==> config.mk <==
export PLATFORM = sky130hd
export DESIGN_NAME = tagged_slot_pool_core_flat
export DESIGN_NICKNAME = d
export VERILOG_FILES = /design/src/sv/tsp_pkg.sv /design/src/sv/tsp_cmd_if.sv /design/src/sv/tsp_rsp_if.sv /design/src/sv/tagged_slot_pool_core.sv /design/src/sv/tsp_ram.sv /design/src/flat_wrapper.sv
export SDC_FILE = /design/constraint.sdc
export NUM_CORES = 1
export LEC_CHECK = 0
export BUFFER_PORTS_ARGS = -buffer_cell sky130_fd_sc_hd__buf_2
export CAP_MARGIN = 20
export CORE_ASPECT_RATIO = 0.5
export CORE_MARGIN = 2
export CORE_UTILIZATION = 26
export DETAILED_ROUTE_END_ITERATION = 12
export HOLD_SLACK_MARGIN = 0.12
export SLEW_MARGIN = 20
export SYNTH_ARGS = -nofsm -noshare
export SYNTH_HDL_FRONTEND = slang
export SYNTH_SLANG_ARGS = --single-unit
==> constraint.sdc <==
create_clock -name clk -period 3.9 [get_ports clk]
set_input_delay 0.39 -clock clk [delete_from_list [all_inputs] [get_ports clk]]
set_output_delay 0.39 -clock clk [all_outputs]
set_load 0.05 [all_outputs]
==> src/sv/tsp_pkg.sv <==
// Package for the tagged slot pool: command and status codes, slot states
// and the item types carried on the command and response channels.
// Depends on nothing; every other file of the block but tsp_ram uses it.
package tsp_pkg;

	localparam logic [1:0] CMD_ADD    = 2'd0;
	localparam logic [1:0] CMD_START  = 2'd1;
	localparam logic [1:0] CMD_FINISH = 2'd2;

	localparam logic [1:0] STS_OK         = 2'd0;
	localparam logic [1:0] STS_FULL       = 2'd1;
	localparam logic [1:0] STS_NONE_READY = 2'd2;
	localparam logic [1:0] STS_NOT_BUSY   = 2'd3;

	typedef enum logic [1:0] {
		SLOT_EMPTY = 2'd0,
		SLOT_READY = 2'd1,
		SLOT_BUSY  = 2'd2
	} slot_state_t;

	typedef struct packed {
		logic [1:0]  command;
		logic [7:0]  item_kind;
		logic [15:0] customer_id;
		logic [2:0]  slot_index;
	} tsp_cmd_t;

	typedef struct packed {
		logic [1:0]  status;
		logic [2:0]  result_slot;
		logic [7:0]  result_kind;
		logic [15:0] result_customer;
	} tsp_rsp_t;

endpackage

==> src/sv/tsp_cmd_if.sv <==
// Command channel of the tagged slot pool: valid, ready and one command item.
// Depends on tsp_pkg for the item type.
interface tsp_cmd_if;
	logic             valid;
	logic             ready;
	tsp_pkg::tsp_cmd_t payload;

	modport source (output valid, output payload, input ready);
	modport sink (input valid, input payload, output ready);
endinterface

==> src/sv/tsp_rsp_if.sv <==
// Response channel of the tagged slot pool: valid, ready and one result item.
// Depends on tsp_pkg for the item type.
interface tsp_rsp_if;
	logic             valid;
	logic             ready;
	tsp_pkg::tsp_rsp_t payload;

	modport source (output valid, output payload, input ready);
	modport sink (input valid, input payload, output ready);
endinterface

==> src/sv/tagged_slot_pool_core.sv <==
// Tagged slot pool: top level. Slot states and counts in flops, kind and
// customer of each slot in a tsp_ram. Depends on tsp_pkg, tsp_cmd_if,
// tsp_rsp_if and tsp_ram.
//
//   channel | direction | item
//   --------+-----------+-----------------------------------------------------
//   cmd     | in        | command, item_kind, customer_id, slot_index
//   rsp     | out       | status, result_slot, result_kind, result_customer
//
// Add, finish, refused and unused commands are answered in the cycle after they
// are taken; a start that finds a ready slot is answered later, as its kind and
// customer pass the RAM read register and then the response register.
// A command is taken in S_IDLE while the response register is empty or being
// emptied in the same cycle, so a waiting response stalls the command side until
// it is taken. After reset every slot is empty and both channels are idle; the
// RAM needs no clearing, since only slots written by an add are ever read.
module tagged_slot_pool_core #(
	parameter int SLOTS = 8
) (
	input  logic      clk,
	input  logic      arst_n,
	tsp_cmd_if.sink   cmd,
	tsp_rsp_if.source rsp
);
	import tsp_pkg::*;

	localparam int SlotW = (SLOTS > 1) ? $clog2(SLOTS) : 1;
	localparam int CntW  = $clog2(SLOTS + 1);
	localparam int DataW = 24;

	typedef enum logic [1:0] {
		S_IDLE = 2'b01,
		S_READ = 2'b10
	} fsm_t;

	fsm_t              fsm_q;
	slot_state_t       state_q [SLOTS];
	logic [CntW-1:0]   free_q;
	logic [CntW-1:0]   ready_q;
	logic [SlotW-1:0]  take_slot_q;
	logic              rsp_valid_q;
	tsp_rsp_t          rsp_q;

	logic              cmd_fire;
	logic [SlotW-1:0]  empty_idx;
	logic [SlotW-1:0]  ready_idx;
	logic [SlotW-1:0]  fin_idx;
	logic              fin_ok;
	logic              ram_we;
	logic              ram_re;
	logic [DataW-1:0]  ram_rdata;

	assign cmd_fire  = cmd.valid && cmd.ready;
	assign cmd.ready = (fsm_q == S_IDLE) && (!rsp_valid_q || rsp.ready);
	assign rsp.valid = rsp_valid_q;
	assign rsp.payload = rsp_q;

	// Lowest empty and lowest ready slot; the counts say whether one exists.
	always_comb begin
		empty_idx = '0;
		ready_idx = '0;
		for (int i = SLOTS - 1; i >= 0; i--) begin
			if (state_q[i] == SLOT_EMPTY) begin
				empty_idx = SlotW'(i);
			end
			if (state_q[i] == SLOT_READY) begin
				ready_idx = SlotW'(i);
			end
		end
	end

	assign fin_idx = SlotW'(cmd.payload.slot_index);
	assign fin_ok  = (32'(cmd.payload.slot_index) < SLOTS) && (state_q[fin_idx] == SLOT_BUSY);

	assign ram_we = cmd_fire && (cmd.payload.command == CMD_ADD) && (free_q != '0);
	assign ram_re = cmd_fire && (cmd.payload.command == CMD_START) && (ready_q != '0);

	tsp_ram #(
		.WIDTH(DataW),
		.DEPTH(SLOTS)
	) u_ram (
		.clk  (clk),
		.we   (ram_we),
		.waddr(empty_idx),
		.wdata({cmd.payload.item_kind, cmd.payload.customer_id}),
		.re   (ram_re),
		.raddr(ready_idx),
		.rdata(ram_rdata)
	);

	always_ff @(posedge clk or negedge arst_n) begin
		if (!arst_n) begin
			fsm_q       <= S_IDLE;
			free_q      <= CntW'(SLOTS);
			ready_q     <= '0;
			rsp_valid_q <= 1'b0;
			for (int i = 0; i < SLOTS; i++) begin
				state_q[i] <= SLOT_EMPTY;
			end
		end else begin
			if (fsm_q == S_READ) begin
				// The response register was freed when the start was taken.
				rsp_valid_q <= 1'b1;
				fsm_q       <= S_IDLE;
			end else if (cmd_fire) begin
				// Only a start that finds a ready slot leaves the register empty.
				rsp_valid_q <= !((cmd.payload.command == CMD_START) && (ready_q != '0));
				case (cmd.payload.command)
					CMD_ADD: begin
						if (free_q != '0) begin
							state_q[empty_idx] <= SLOT_READY;
							free_q             <= free_q - 1'b1;
							ready_q            <= ready_q + 1'b1;
						end
					end
					CMD_START: begin
						if (ready_q != '0) begin
							state_q[ready_idx] <= SLOT_BUSY;
							ready_q            <= ready_q - 1'b1;
							fsm_q              <= S_READ;
						end
					end
					CMD_FINISH: begin
						if (fin_ok) begin
							state_q[fin_idx] <= SLOT_EMPTY;
							free_q           <= free_q + 1'b1;
						end
					end
					default: begin
					end
				endcase
			end else if (rsp.ready) begin
				rsp_valid_q <= 1'b0;
			end
		end
	end

	always_ff @(posedge clk) begin
		if (fsm_q == S_READ) begin
			rsp_q.status          <= STS_OK;
			rsp_q.result_slot     <= 3'(take_slot_q);
			rsp_q.result_kind     <= ram_rdata[DataW-1:16];
			rsp_q.result_customer <= ram_rdata[15:0];
		end else if (cmd_fire) begin
			rsp_q.result_kind     <= '0;
			rsp_q.result_customer <= '0;
			case (cmd.payload.command)
				CMD_ADD: begin
					rsp_q.status      <= (free_q != '0) ? STS_OK : STS_FULL;
					rsp_q.result_slot <= (free_q != '0) ? 3'(empty_idx) : 3'd0;
				end
				CMD_START: begin
					take_slot_q       <= ready_idx;
					rsp_q.status      <= (ready_q == '0) ? STS_NONE_READY : STS_OK;
					rsp_q.result_slot <= '0;
				end
				CMD_FINISH: begin
					rsp_q.status      <= fin_ok ? STS_OK : STS_NOT_BUSY;
					rsp_q.result_slot <= '0;
				end
				default: begin
					rsp_q.status      <= STS_OK;
					rsp_q.result_slot <= '0;
				end
			endcase
		end
	end
endmodule

==> src/sv/tsp_ram.sv <==
// Generic single-port-write, single-port-read RAM with a registered read.
// Stand-alone; used for the kind and customer store of the slot pool.
module tsp_ram #(
	parameter int WIDTH = 8,
	parameter int DEPTH = 8
) (
	input  logic                                   clk,
	input  logic                                   we,
	input  logic [(DEPTH > 1 ? $clog2(DEPTH) : 1)-1:0] waddr,
	input  logic [WIDTH-1:0]                       wdata,
	input  logic                                   re,
	input  logic [(DEPTH > 1 ? $clog2(DEPTH) : 1)-1:0] raddr,
	output logic [WIDTH-1:0]                       rdata
);
	logic [WIDTH-1:0] mem_q [DEPTH];

	always_ff @(posedge clk) begin
		if (we) begin
			mem_q[waddr] <= wdata;
		end
		if (re) begin
			rdata <= mem_q[raddr];
		end
	end
endmodule

==> src/flat_wrapper.sv <==
// flat-port wrapper written by rule: the top's interface ports become plain ports
module tagged_slot_pool_core_flat import tsp_pkg::*;
#(
	parameter int SLOTS = 8
)
  (clk, arst_n, cmd_valid, cmd_payload, cmd_ready, rsp_valid, rsp_payload, rsp_ready);
  tsp_cmd_if cmd_i ();
  tsp_rsp_if rsp_i ();
  input  logic clk;
  input  logic arst_n;
  input wire logic [$bits(cmd_i.valid)-1:0] cmd_valid;
  input wire logic [$bits(cmd_i.payload)-1:0] cmd_payload;
  output wire logic [$bits(cmd_i.ready)-1:0] cmd_ready;
  output wire logic [$bits(rsp_i.valid)-1:0] rsp_valid;
  output wire logic [$bits(rsp_i.payload)-1:0] rsp_payload;
  input wire logic [$bits(rsp_i.ready)-1:0] rsp_ready;
  assign cmd_i.valid = cmd_valid;
  assign cmd_i.payload = cmd_payload;
  assign cmd_ready = cmd_i.ready;
  assign rsp_valid = rsp_i.valid;
  assign rsp_payload = rsp_i.payload;
  assign rsp_i.ready = rsp_ready;
  tagged_slot_pool_core #(.SLOTS(SLOTS)) u_core (.clk(clk), .arst_n(arst_n), .cmd(cmd_i), .rsp(rsp_i));
endmodule
## Word level (Yosys, flattened, before mapping)

Memory sizes are Yosys's and may differ from the RTL's. A register that Yosys moved wholly into a read port is not among the register bits.
Index checks and enable logic that the tools add are counted.

- Bits in registers: 59
- Memories: 1
- RAM bits: 192
- Logic and storage cells: 144
- Bits in read-only memories: 0
- Latch bits: 0

- Bitwise gates (word level): 12
- Multipliers: 0
- Div/mod/pow operators: 0
- Equality and inequality tests: 16
- Add/sub/neg operators: 4
- Order comparisons: 6
- Shift-type cells: 0
- Multiplexer cells: 51
- Reductions and logical operators: 37

Memories:

| memory | depth | width | read ports | clocked after Yosys merged registers in | write ports | line | RTL |
|---|---|---|---|---|---|---|---|
| u_core.u_ram.mem_q | 8 | 24 | 1 | 1 | 1 | tsp_ram.sv:15 | `logic [WIDTH-1:0] mem_q [DEPTH];` |

Operators by type and width:

| operator | number |
|---|---|
| $mux W27 | 2 |
| $mux W3 | 17 |
| $mux W16 | 3 |
| $pmux W16 S3 | 1 |
| $mux W2 | 11 |
| $eq A2 B1 Y1 const B | 10 |
| $demux W2 S3 | 3 |
| $logic_not A2 Y1 | 9 |
| $and A16 B16 Y16 | 1 |
| $and A8 B8 Y8 | 2 |
| $mux W4 | 4 |
| $not A16 Y16 | 1 |
| $not A8 Y8 | 2 |
| $or A8 B8 Y8 | 2 |
| $pmux W4 S2 | 2 |
| $pmux W5 S3 | 1 |
| $ge A4 B4 Y1 const B | 3 |
| $lt A4 B1 Y1 const B | 3 |
| $not A3 Y4 | 3 |
| $logic_and A1 B1 Y1 | 10 |
| $reduce_and A5 Y1 | 2 |
| $reduce_bool A2 Y1 | 5 |
| $add A4 B1 Y4 const B | 2 |
| $reduce_bool A4 Y1 | 2 |
| 13 further kinds | 25 |

## Longest topological paths before layout

Gate-level depths: netlist of the first run.

- Word-level depth: 18
- Depth in mapped cells: 9

## Cells and area by module

A second synthesis of the first run with hierarchy kept.

- Cells, all modules: 653
- Area total of the unflattened synthesis: 11448.5 sq um

Modules (own cells, without submodules):

| module | cells an instance | times used | area each (sq um) |
|---|---|---|---|
| tsp_ram | 314 | 1 | 8037.7 |
| tagged_slot_pool_core | 339 | 1 | 3410.8 |

## Worst setup path after synthesis of the first run

OpenSTA, ideal clock, no wires.

- Kind: register -> register
- From: reg u_core.rsp_valid_q, in the netlist u_core.rsp.valid
- To: reg u_core.u_ram.rdata[0] (read register of u_core.u_ram.mem_q), enable pin
- Arrival: 2.982 ns
- Stages on the path, launching flop included: 5
- Setup slack: 0.479 ns
- Data required time: 3.461 ns
- Path through: dfrtp_1 -> nand2b_1 -> nand4b_2 -> clkbuf_1 -> nor3_1

- Word-level cells in the longest chain between the ends: 6

RTL lines:

| what | line | RTL |
|---|---|---|
| start, declared | tagged_slot_pool_core.sv:41 | `logic rsp_valid_q;` |
| start signal, assigned | tagged_slot_pool_core.sv:107 | `rsp_valid_q <= !((cmd.payload.command == CMD_START) && (ready_q != '0));` |
| $logic_not A1 Y1 | tagged_slot_pool_core.sv:54 | `assign cmd.ready = (fsm_q == S_IDLE) && (!rsp_valid_q \|\| rsp.ready);` |
| $logic_or A1 B1 Y1 | tagged_slot_pool_core.sv:54 |  |
| $logic_and A1 B1 Y1 | tagged_slot_pool_core.sv:54 |  |
| $logic_and A1 B1 Y1 | tagged_slot_pool_core.sv:53 | `assign cmd_fire = cmd.valid && cmd.ready;` |
| $logic_and A1 B1 Y1 (2 in series) | tagged_slot_pool_core.sv:76 | `assign ram_re = cmd_fire && (cmd.payload.command == CMD_START) && (ready_q != '0);` |
| net u_core.ram_re | tagged_slot_pool_core.sv:50 | `logic ram_re;` |
| end, declared | tsp_ram.sv:13 | `output logic [WIDTH-1:0] rdata` |

The timed path passes the listed nets, and every way through them passes these cells.
A chain may end at the register's enable or synchronous reset.

## Worst setup path in the final report of the first run

- From: reg u_core.state_q[7] (netlist name)
- To: reg u_core.u_ram.rdata[17] (read register of u_core.u_ram.mem_q), data pin

- Word-level cells in the longest chain between the ends: 6

RTL lines:

| what | line | RTL |
|---|---|---|
| start, declared | tagged_slot_pool_core.sv:37 | `slot_state_t state_q [SLOTS];` |
| start signal, assigned by index | tagged_slot_pool_core.sv:98 | `state_q[i] <= SLOT_EMPTY;` |
| start signal, assigned by index | tagged_slot_pool_core.sv:111 | `state_q[empty_idx] <= SLOT_READY;` |
| start signal, assigned by index | tagged_slot_pool_core.sv:118 | `state_q[ready_idx] <= SLOT_BUSY;` |
| $eq A2 B1 Y1 | tagged_slot_pool_core.sv:66 | `if (state_q[i] == SLOT_READY) begin` |
| $mux W3 (5 in series) | tagged_slot_pool_core.sv:66 |  |

No other way between the ends.

==> metrics.md, run 1 <==
| Metric | Value |
|---|---|
| Status | `complete, no violations` |
| Sequential-to-total area share from yosys stat | `0.6925` |
| TritonCTS buffer count | `28` |
| Die height | `154.0 um` |
| Root Buffer | `clkbuf_16` |
| Vias in the first global route | `7406` |
| RSZ-0062 raised after global routing | `no` |
| Slowest library cell on the worst path | `buf_4` |
| CP Max Fanout | `102` |
| Total Routed Length | `27810 um` |
| Cells after Synth | `838` |
| ANT cells | `0` |
| Final setup viols | `0` |
| RePlAce Congestion | `0.8612` |
| Hold Crit Class | `in2reg` |
| Via density | `4.829` |
| Mapped Avg Cell Area | `13.97 um2` |
| Commonest non-fill, non-tap cells in the layout | `edfxtp_1, buf_2, o21ai_0` |
| Std cell rows | `54` |
| Period utilization | `0.6990` |
| PD cells | `738.1 mW/mm2` |
| Overflow after GRT | `0` |
| Static Leak | `4.810 nW` |
| Top Ports | `64` |
| Core ar. | `0.04398 mm2` |
| Full die area | `0.04684 mm2` |
| Fin crit period | `2.726 ns` |
| Cells after DPL | `1455` |
| Maxcap violations | `0` |
| Final hold viol count | `0` |
| Total number of vias | `7388` |
| GRT met3 Usage | `0.01695` |
| H-tree Lvls | `1` |
| Peak supply drop | `535.4 uV` |
| Clock sinks | `275` |
| Layout cell share with drive strength beyond 1 | `0.1571` |
| Initial antenna violation count | `1` |
| Top Usage Layer GRT | `met2` |
| Final net count | `965` |
| Post-synth top flop | `edfxtp_1` |
| GRT met2 Usage | `0.2071` |
| GRT Total Usage | `0.1166` |
| Post-synthesis cell type count | `71` |
| Ys async rst share | `0.09818` |
| Syn Nets | `881` |
| Crit Path Class | `reg2reg` |
| Critical Path End Type | `flop` |
| Synthesized area | `0.01170 mm2` |
| Pin count of the biggest net entering global routing | `104` |
| Layout overhead on the synthesized area | `17.83%` |
| Die W | `304.1 um` |
| Filler instances | `4290` |
| Final HPWL DP | `16140 um` |
| Clk slew on worst S/H paths | `0.06 ns` |
| Post-route cell area | `0.01379 mm2` |
| DRC | `0` |
| Worst EP required | `4.19 ns` |
| Critical Path Max Stage Delay | `0.69 ns` |
| DRT Pass-1 Iters | `6` |
| GR Util met1 | `0.1462` |
| Setup TNS | `0 ns` |
| Most common cell after layout, fill and taps aside | `edfxtp_1` |
| Fin Clk Skew | `0.03721 ns` |
| DRT antenna net count | `0` |
| Critical Path Start Type | `flop` |
| Critical path arrival | `3.01 ns` |
| Fmax | `366.8 MHz` |
| Power after layout | `0.01018 W` |
| Worst slew margin | `0.3334` |
| First-pass GRT wire length | `43260 um` |
| Port buffer count | `63` |
| Slew at the pin closest to its max-slew limit | `0.9964 ns` |
| Worst-Skew Late Latency | `0.57 ns` |
| TritonCTS clock tree | `done` |
| Crit-path cells | `nand2b_1, nand2_1, o221ai_4, buf_4, a21boi_0, o21ai_0, o2111ai_1` |
| DR iter-0 viols | `675` |
| Post-route insts no fill | `1530` |
| Post-CTS sizing | `0` |
| Clock buffer depth | `3` |
| DR WL/cell | `18.17 um` |
| Post-layout util | `0.3136` |
| #FFs+latches synth | `275` |
| Slew Viols, Final | `0` |
| Initial Util | `0.2661` |
| Post-synth EDFFs | `246` |
| Synthesis warning total | `0` |
| Placed cell areas | `0.01270 mm2` |
-- timing repair --
action,4_1_cts,5_1_grt
setup buffers,0,0
endpoints found under the setup margin,0,0
hold buffers,25,0
hold endpoints to repair,209,0
-- flip-flops by register name, indices dropped and copies added, names as in the netlist --
register and cells:
u_core.take_slot_q 3, u_core.u_ram.rdata 24, u_core.free_q 4, u_core.rsp.payload 29, u_core.state_q 16, u_core.u_ram.mem_q 192, u_core.rsp.valid 1, u_core.ready_q 4
u_core.fsm_q 2
-- worst paths after layout --
| kind | end | depth (start not counted) | from | slack (ns) |
|---|---|---|---|---|
| setup / recovery | u_core.u_ram.rdata[17] | 7 | u_core.state_q[7] | 1.17 |
| hold / removal | u_core.rsp.valid | 3 | rsp_ready | 0.23 |
| setup reg to reg | u_core.u_ram.rdata[17] | 7 | u_core.state_q[7] | 1.17 |
| hold reg to reg | u_core.rsp.payload[28] | 1 | u_core.rsp.payload[28] | 0.49 |
| max in group asynchronous | u_core.state_q[13] | 2 | arst_n | 3.05 |
| min in group asynchronous | u_core.state_q[1] | 2 | arst_n | 0.41 |
-- power breakdown --
| part | switching (W) | internal (W) |
|---|---|---|
| logic | 0.00260 | 0.00122 |
| clock network | 0.00109 | 0.00136 |
| registers | 0.000214 | 0.00369 |
-- critical path: cells and delay by family (launching register included) --
family,cells,cell delay [ns]
and+or+nand+nor,2,0.41
DFF,1,0.45
buffers and inverters,1,0.69
AOI/OAI and AO/OA,4,0.85
-- final cells by class --
type | count | area [um2] | share of cell area
multi-input cells | 498 | 3363 | 0.2439
repair buffers | 105 | 693.2 | 0.05026
clock buffers | 39 | 762.0 | 0.05525
flip-flops and latches | 275 | 8105 | 0.5877
inverters | 14 | 52.55 | 0.003810
clock inverters | 11 | 80.08 | 0.005806
well taps | 588 | 735.7 | 0.05334
-- kinds of logic after synthesis --
group,Yosys count,share of synthesized area
buffers and inverters,65,0.02490
and+or+nand+nor,224,0.1065
AOI/OAI and AO/OA,236,0.1392
muxes,20,0.01903
adders and majority gates,10,0.01197
xor gates and xnor gates,8,0.005986
DFF,275,0.6925
-- layer usage --
metal / part of all wire / routed length (um)
met5: 0.00058 / 16
met4: 0.027 / 744
met3: 0.053 / 1463
met2: 0.50 / 13890
met1: 0.42 / 11690
-- synthesized netlist by cell type, types with 3 or more instances --
| cell type | number | area, um2 |
|---|---|---|
| edfxtp_1 | 246 | 7387 |
| o21ai_0 | 60 | 300.3 |
| and3_1 | 53 | 331.6 |
| a21boi_0 | 51 | 382.9 |
| nor2_1 | 45 | 168.9 |
| nand2_1 | 39 | 146.4 |
| clkbuf_1 | 37 | 138.9 |
| and2_1 | 27 | 168.9 |
| dfrtp_1 | 25 | 625.6 |
| a21oi_1 | 21 | 105.1 |
| mux2i_1 | 17 | 170.2 |
| o2111ai_1 | 17 | 148.9 |
| inv_1 | 13 | 48.80 |
| a31oi_1 | 12 | 75.07 |
| nand2b_1 | 11 | 68.82 |
| nor2b_1 | 10 | 62.56 |
| a211oi_1 | 9 | 67.56 |
| nor3_1 | 9 | 45.04 |
| o22ai_1 | 9 | 56.30 |
| ha_1 | 8 | 100.1 |
| o22a_1 | 8 | 70.07 |
| a32oi_1 | 6 | 52.55 |
| o21ai_1 | 6 | 30.03 |
| a222oi_1 | 5 | 50.05 |
| a22oi_1 | 5 | 37.54 |
| buf_2 | 5 | 25.02 |
| nand3_1 | 5 | 25.02 |
| o2bb2ai_1 | 5 | 43.79 |
| xor2_1 | 5 | 43.79 |
| a221oi_1 | 4 | 35.03 |
| nor4_1 | 4 | 25.02 |
| a21o_1 | 3 | 22.52 |
| buf_1 | 3 | 11.26 |
| buf_6 | 3 | 33.78 |
| nand3b_1 | 3 | 22.52 |
| nor3b_1 | 3 | 22.52 |
| o31ai_1 | 3 | 22.52 |
| xnor2_1 | 3 | 26.28 |
-- metrics by stage --
step / worst slack [ns] / hold slack (ns)
2_1_floorplan: 0.4787 / 0.09441
3_3_place_gp: 1.165 / 0.4594
3_5_place_dp: 1.127 / 0.4669
4_1_cts: 1.229 / 0.2190
5_1_grt: 0.9267 / 0.2510
6_report: 1.174 / 0.2330
Note: power is estimated with default switching activity, not from simulation.
==> run 2: changes to the inputs <==
==> constraint.sdc (replaced) <==
create_clock -name clk -period 2.8 [get_ports clk]
set_input_delay 0.28 -clock clk [delete_from_list [all_inputs] [get_ports clk]]
set_output_delay 0.28 -clock clk [all_outputs]
set_load 0.05 [all_outputs]
==> run 2 against run 1 <==
Cell count grew 1.2%. Highest routed layer is now met4. Routed wire length about the same. Non-clock buffer count increased by 15. Sequential cell count stayed put. Worst hold slack better by 0.038 ns. Critical endpoint is now u_core.u_ram.rdata[4].
==> metrics.md, run 2 (synthesis results as in run 1) <==
| Metric | Value |
|---|---|
| Status | `complete, no violations` |
| Max Used Layer | `met4` |
| Final HPWL DP | `16330 um` |
| Period utilization | `0.8507` |
| RePlAce Congestion | `0.8469` |
| Full die area | `0.04684 mm2` |
| TritonCTS clock tree | `done` |
| Pin count of the biggest net entering global routing | `103` |
| Slew Viols, Final | `0` |
| DRC | `0` |
| R2R Path Start | `u_core.state_q[3]` |
| Port buffer count | `63` |
| Clock buffer depth | `3` |
| Crit Path Class | `reg2reg` |
| Wire length on met1 | `12010 um` |
| Final setup viols | `0` |
| Via density | `4.711` |
| DRT Pass-1 Iters | `5` |
| Slew at the pin closest to its max-slew limit | `0.6850 ns` |
| Biggest register | `u_core.u_ram.mem_q` |
| Overflow after GRT | `0` |
| Core ar. | `0.04398 mm2` |
| Hold WS | `0.2713 ns` |
| Most common cell after layout, fill and taps aside | `edfxtp_1` |
| Post-Place Worst Slack | `0.4092 ns` |
| Root Buffer | `clkbuf_16` |
| Fmax | `419.8 MHz` |
| DRT antenna net count | `0` |
| Critical path arrival | `2.66 ns` |
| PD cells | `1041 mW/mm2` |
| Total Routed Length | `27820 um` |
| Final hold viol count | `0` |
| GRT Total Usage | `0.1169` |
| Reg2reg path depth | `7` |
| Reg-to-reg slack, setup | `0.42 ns` |
| Post-CTS sizing | `0` |
| Maxcap violations | `0` |
| Vias in the first global route | `7447` |
| First-pass GRT wire length | `43320 um` |
| Layout cell share with drive strength beyond 1 | `0.1729` |
| Post-layout util | `0.3213` |
| Critical Path Start Type | `flop` |
| H-tree Lvls | `1` |
| Final net count | `981` |
| DR iter-0 viols | `612` |
| Initial antenna violation count | `0` |
| Setup ws final | `0.4180 ns` |
| Worst r2r dst | `u_core.u_ram.rdata[4]` |
| Met3 routed WL | `1253 um` |
| Clock sinks | `275` |
| Max reg flops | `192` |
| TritonCTS buffer count | `29` |
| Worst-Skew Late Latency | `0.56 ns` |
| Die height | `154.0 um` |
| Static Leak | `4.969 nW` |
| Fin crit period | `2.382 ns` |
| DR WL/cell | `17.97 um` |
| Layout overhead on the synthesized area | `20.74%` |
| Std cell rows | `54` |
| RSZ-0062 raised after global routing | `no` |
| ANT cells | `0` |
| Cells after DPL | `1469` |
| Worst EP required | `3.08 ns` |
| Post-route insts no fill | `1548` |
| Fin Clk Skew | `0.01513 ns` |
| Peak supply drop | `926.9 uV` |
| Clk slew on worst S/H paths | `0.06 ns` |
| CP Max Fanout | `32` |
| Die W | `304.1 um` |
| Met2 routed WL | `13950 um` |
| CP Launch Point | `u_core.state_q[3]` |
| Hold Crit Class | `in2reg` |
| Post-route cell area | `0.01413 mm2` |
| Worst slew margin | `0.5433` |
| Top Ports | `64` |
| Placed cell areas | `0.01296 mm2` |
| Initial Util | `0.2661` |
| Total number of vias | `7293` |
| Critical Path End Type | `flop` |
| Critical path destination | `u_core.u_ram.rdata[4]` |
| Commonest non-fill, non-tap cells in the layout | `edfxtp_1, buf_2, o21ai_0` |
## run 2: worst max-delay path, cell delays in order, from the launching register on
cell and delay [ns]:
dfrtp_1 0.42, nand2b_1 0.20, a31oi_1 0.34, o221ai_4 0.18
nand2_2 0.09, buf_4 0.47, mux2i_1 0.27, o2111ai_1 0.12
## run 2: final cells by class
type	count	area, um2
inverter	14	52.55
sequential	275	8105
timing repair buffer	120	958.4
fill	4251	29850
tap	588	735.7
multi-input combinational	498	3369
clock buffer	39	773.2
clock inverter	14	137.6
## run 2: worst min path at each step
stage,startpoint,to,slack (ns),cells after the start
5_1_grt,cmd_valid,u_core.free_q[3],0.28,4
6_report,cmd_valid,u_core.free_q[3],0.27,4
4_1_cts,cmd_payload[1],u_core.state_q[8],0.26,6
3_5_place_dp,arst_n,u_core.state_q[1],0.36,1
2_1_floorplan,arst_n,u_core.free_q[0],-0.02,0
3_3_place_gp,arst_n,u_core.state_q[1],0.35,1
## run 2: metal layers
metal,vias up,global-route usage
met5,-,0
li1,3436,-
met2,166,0.2081
met1,3647,0.1480
met3,44,0.01626
met4,0,0.03530
## run 2: power breakdown
| part | switching (W) | internal, W | leakage [nW] |
|---|---|---|---|
| logic | 0.00365 | 0.00195 | 1.93 |
| registers | 0.000304 | 0.00514 | 2.60 |
| clock network | 0.00154 | 0.00212 | 0.437 |
## run 2: repair_timing
action | CTS | global route
hold buffers | 26 | 0
setup endpoints to repair | 0 | 0
hold endpoints to repair | 218 | 0
setup buffers | 0 | 0
## run 2: metrics by stage
stage / total power [W] / setup TNS, ns
detailed placement: 0.01112 / 0
finish: 0.01471 / 0
global placement: 0.01101 / 0
floorplan: 0.009364 / -15.81
global route: 0.01553 / 0
CTS: 0.01483 / 0
==> run 3: changes to the inputs <==
--- a/config.mk
+++ b/config.mk
@@ -5,12 +5,12 @@
 export SDC_FILE = /design/constraint.sdc
 export NUM_CORES = 1
 export LEC_CHECK = 0
-export BUFFER_PORTS_ARGS = -buffer_cell sky130_fd_sc_hd__buf_2
 export CAP_MARGIN = 20
 export CORE_ASPECT_RATIO = 0.5
 export CORE_MARGIN = 2
 export CORE_UTILIZATION = 26
 export DETAILED_ROUTE_END_ITERATION = 12
+export DONT_BUFFER_PORTS = 1
 export HOLD_SLACK_MARGIN = 0.12
 export SLEW_MARGIN = 20
 export SYNTH_ARGS = -nofsm -noshare
==> run 3 against run 2 <==
Non-clock buffer count decreased by 51. Largest power group is now sequential cells. Largest cell class unchanged. Die area is the same. Core utilization decreased by 0.53 points. Highest routed layer is now met5. Sequential power grew 9.7%. Global-route usage fell by 0.22 points.
==> metrics.md, run 3 (synthesis results as in run 1) <==
| Metric | Value |
|---|---|
| Slew at the pin closest to its max-slew limit | `0.6784 ns` |
| Max reg flops | `192` |
| Die height | `154.0 um` |
| H-tree Lvls | `1` |
| Initial antenna violation count | `1` |
| Initial Util | `0.2661` |
| Overflow after GRT | `0` |
| TritonCTS clock tree | `done` |
| Vias in the first global route | `7211` |
| Post-route insts no fill | `1495` |
| Placed cell areas | `0.01268 mm2` |
| RePlAce Congestion | `0.8495` |
| Final net count | `929` |
| Clk slew on worst S/H paths | `0.06 ns` |
| Setup repair bufs after CTS | `0` |
| Pin count of the biggest net entering global routing | `104` |
| Fin Clk Skew | `0.05128 ns` |
| Critical Path Max Stage Delay | `0.59 ns` |
| DR WL/cell | `18.53 um` |
| Family with the most delay on the worst path | `compound AO/OA/AOI/OAI gates` |
| Worst r2r dst | `u_core.u_ram.rdata[11]` |
| Hold Crit Depth | `3` |
| Final HPWL DP | `16830 um` |
| Multi-input gate area in the final layout | `0.003381 mm2` |
| CP Max Fanout | `27` |
| Hold Startpoint | `cmd_payload[1]` |
| Via density | `4.872` |
| Worst EP required | `3.06 ns` |
| Hold WS | `0.1507 ns` |
| Reg-to-reg slack, setup | `0.30 ns` |
| Top Ports | `64` |
| Slowest library cell on the worst path | `o221ai_4` |
| Clock sinks | `275` |
| Sequential cell area | `0.008105 mm2` |
| Layout cell share with drive strength beyond 1 | `0.1246` |
| Fin crit period | `2.497 ns` |
| DRC | `0` |
| Full die area | `0.04684 mm2` |
| Total Routed Length | `27710 um` |
| Die W | `304.1 um` |
| PD cells | `1051 mW/mm2` |
| Period utilization | `0.8918` |
| Worst-Skew Late Latency | `0.57 ns` |
| Layout overhead on the synthesized area | `18.75%` |
| Commonest non-fill, non-tap cells in the layout | `edfxtp_1, o21ai_0, and3_1` |
| Static Leak | `4.764 nW` |
| Worst slew margin | `0.5477` |
| Total number of vias | `7284` |
| DRT Pass-1 Iters | `5` |
| RSZ-0062 raised after global routing | `no` |
| Final hold viol count | `0` |
| Fmax | `400.5 MHz` |
| Clock buffer depth | `3` |
| Critical Path Start Type | `flop` |
| TritonCTS buffer count | `28` |
| Crit-path cells | `nand2b_1, a31oi_2, o221ai_4, buf_4, a21boi_0, o21ai_0, o2111ai_1` |
| Core ar. | `0.04398 mm2` |
| Worst Hold Endpoint | `u_core.state_q[10]` |
| Port buffer count | `0` |
| Std cell rows | `54` |
| Post-route cell area | `0.01390 mm2` |
| Critical path arrival | `2.76 ns` |
| Most common cell after layout, fill and taps aside | `edfxtp_1` |
| R2R Path Start | `u_core.state_q[3]` |
| Slew Viols, Final | `0` |
| Critical Path End Type | `flop` |
| Reg2reg path depth | `7` |
| Final setup viols | `0` |
| DR iter-0 viols | `606` |
| GRT Total Usage | `0.1147` |
| Cells after DPL | `1412` |
| ANT cells | `0` |
| Root Buffer | `clkbuf_16` |
| Bufs and invs on worst path | `1` |
| Crit Path Class | `reg2reg` |
| DRT antenna net count | `0` |
| Filler instances | `4254` |
| Biggest register | `u_core.u_ram.mem_q` |
| Status | `complete, no violations` |
| Maxcap violations | `0` |
| Peak supply drop | `549.1 uV` |
| First-pass GRT wire length | `42710 um` |
| Hold Crit Class | `in2reg` |
==> run 3: cell types whose count changed in the layout (fill, tap and decap cells not counted), sizes merged <==
cell | before | now
buf | 94 | 38
clkbuf | 39 | 30
clkinvlp | 2 | 1
clkinv | 9 | 18
inv | 15 | 14
dlygate4sd3 | 26 | 31
==> run 3: cell type report <==
type                            count  area share
Timing Repair Buffer               69     0.05365
Inverter                           14    0.003781
Sequential cell                   275      0.5831
Multi-Input combinational cell    498      0.2432
Clock inverter                     21     0.01233
Clock buffer                       30     0.05095
Tap cell                          588     0.05293
==> run 3: worst register-to-register path, stage by stage (launching register included) <==
cell and delay, ns:
dfrtp_1 0.43, nand2b_1 0.22, a31oi_2 0.15, o221ai_4 0.60
buf_4 0.37, a21boi_0 0.13, o21ai_0 0.21, o2111ai_1 0.13
==> run 3: timing repair <==
item / CTS / global route
resized for setup: 0 / 1
hold buffers: 32 / 0
setup endpoints to repair: 0 / 1
endpoints found under the hold margin: 224 / 0
==> run 3: power by group <==
part / switching (W) / total [W] / internal [W]
logic: 0.00314 / 0.00506 / 0.00192
registers: 0.000827 / 0.00598 / 0.00516
clock network: 0.00155 / 0.00356 / 0.00201
==> run 3: through the flow <==
stage	util	setup slack, ns	setup TNS, ns	power [W]
2_1_floorplan	-	-0.1372	-15.81	0.009364
3_3_place_gp	0.2884	0.3399	0	0.01086
3_5_place_dp	0.2884	0.3234	0	0.01102
4_1_cts	0.3159	0.2744	0	0.01468
5_1_grt	0.3160	0.02637	0	0.01539
6_report	0.3160	0.3028	0	0.01461
==> run 3: how the worst max path moves through the flow <==
stage          depth (start not counted)  slack (ns)                       end               from
2_1_floorplan                          6       -0.14  u_core.u_ram.mem_q[5][0]  u_core.state_q[0]
3_3_place_gp                           7        0.34    u_core.u_ram.rdata[16]  u_core.state_q[3]
3_5_place_dp                           7        0.32    u_core.u_ram.rdata[16]  u_core.state_q[3]
4_1_cts                                7        0.27    u_core.u_ram.rdata[16]  u_core.state_q[3]
5_1_grt                                7        0.03    u_core.u_ram.rdata[16]  u_core.state_q[4]
6_report                               7        0.30    u_core.u_ram.rdata[11]  u_core.state_q[3]
==> run 3: per-layer routing <==
layer / wire, um / track usage / vias up / part of all wire
li1: - / - / 3351 / -
met1: 11910 / 0.1463 / 3670 / 0.43
met2: 13760 / 0.2015 / 195 / 0.50
met3: 1153 / 0.01392 / 66 / 0.042
met4: 869 / 0.04146 / 2 / 0.031
met5: 16 / 0 / - / 0.00058
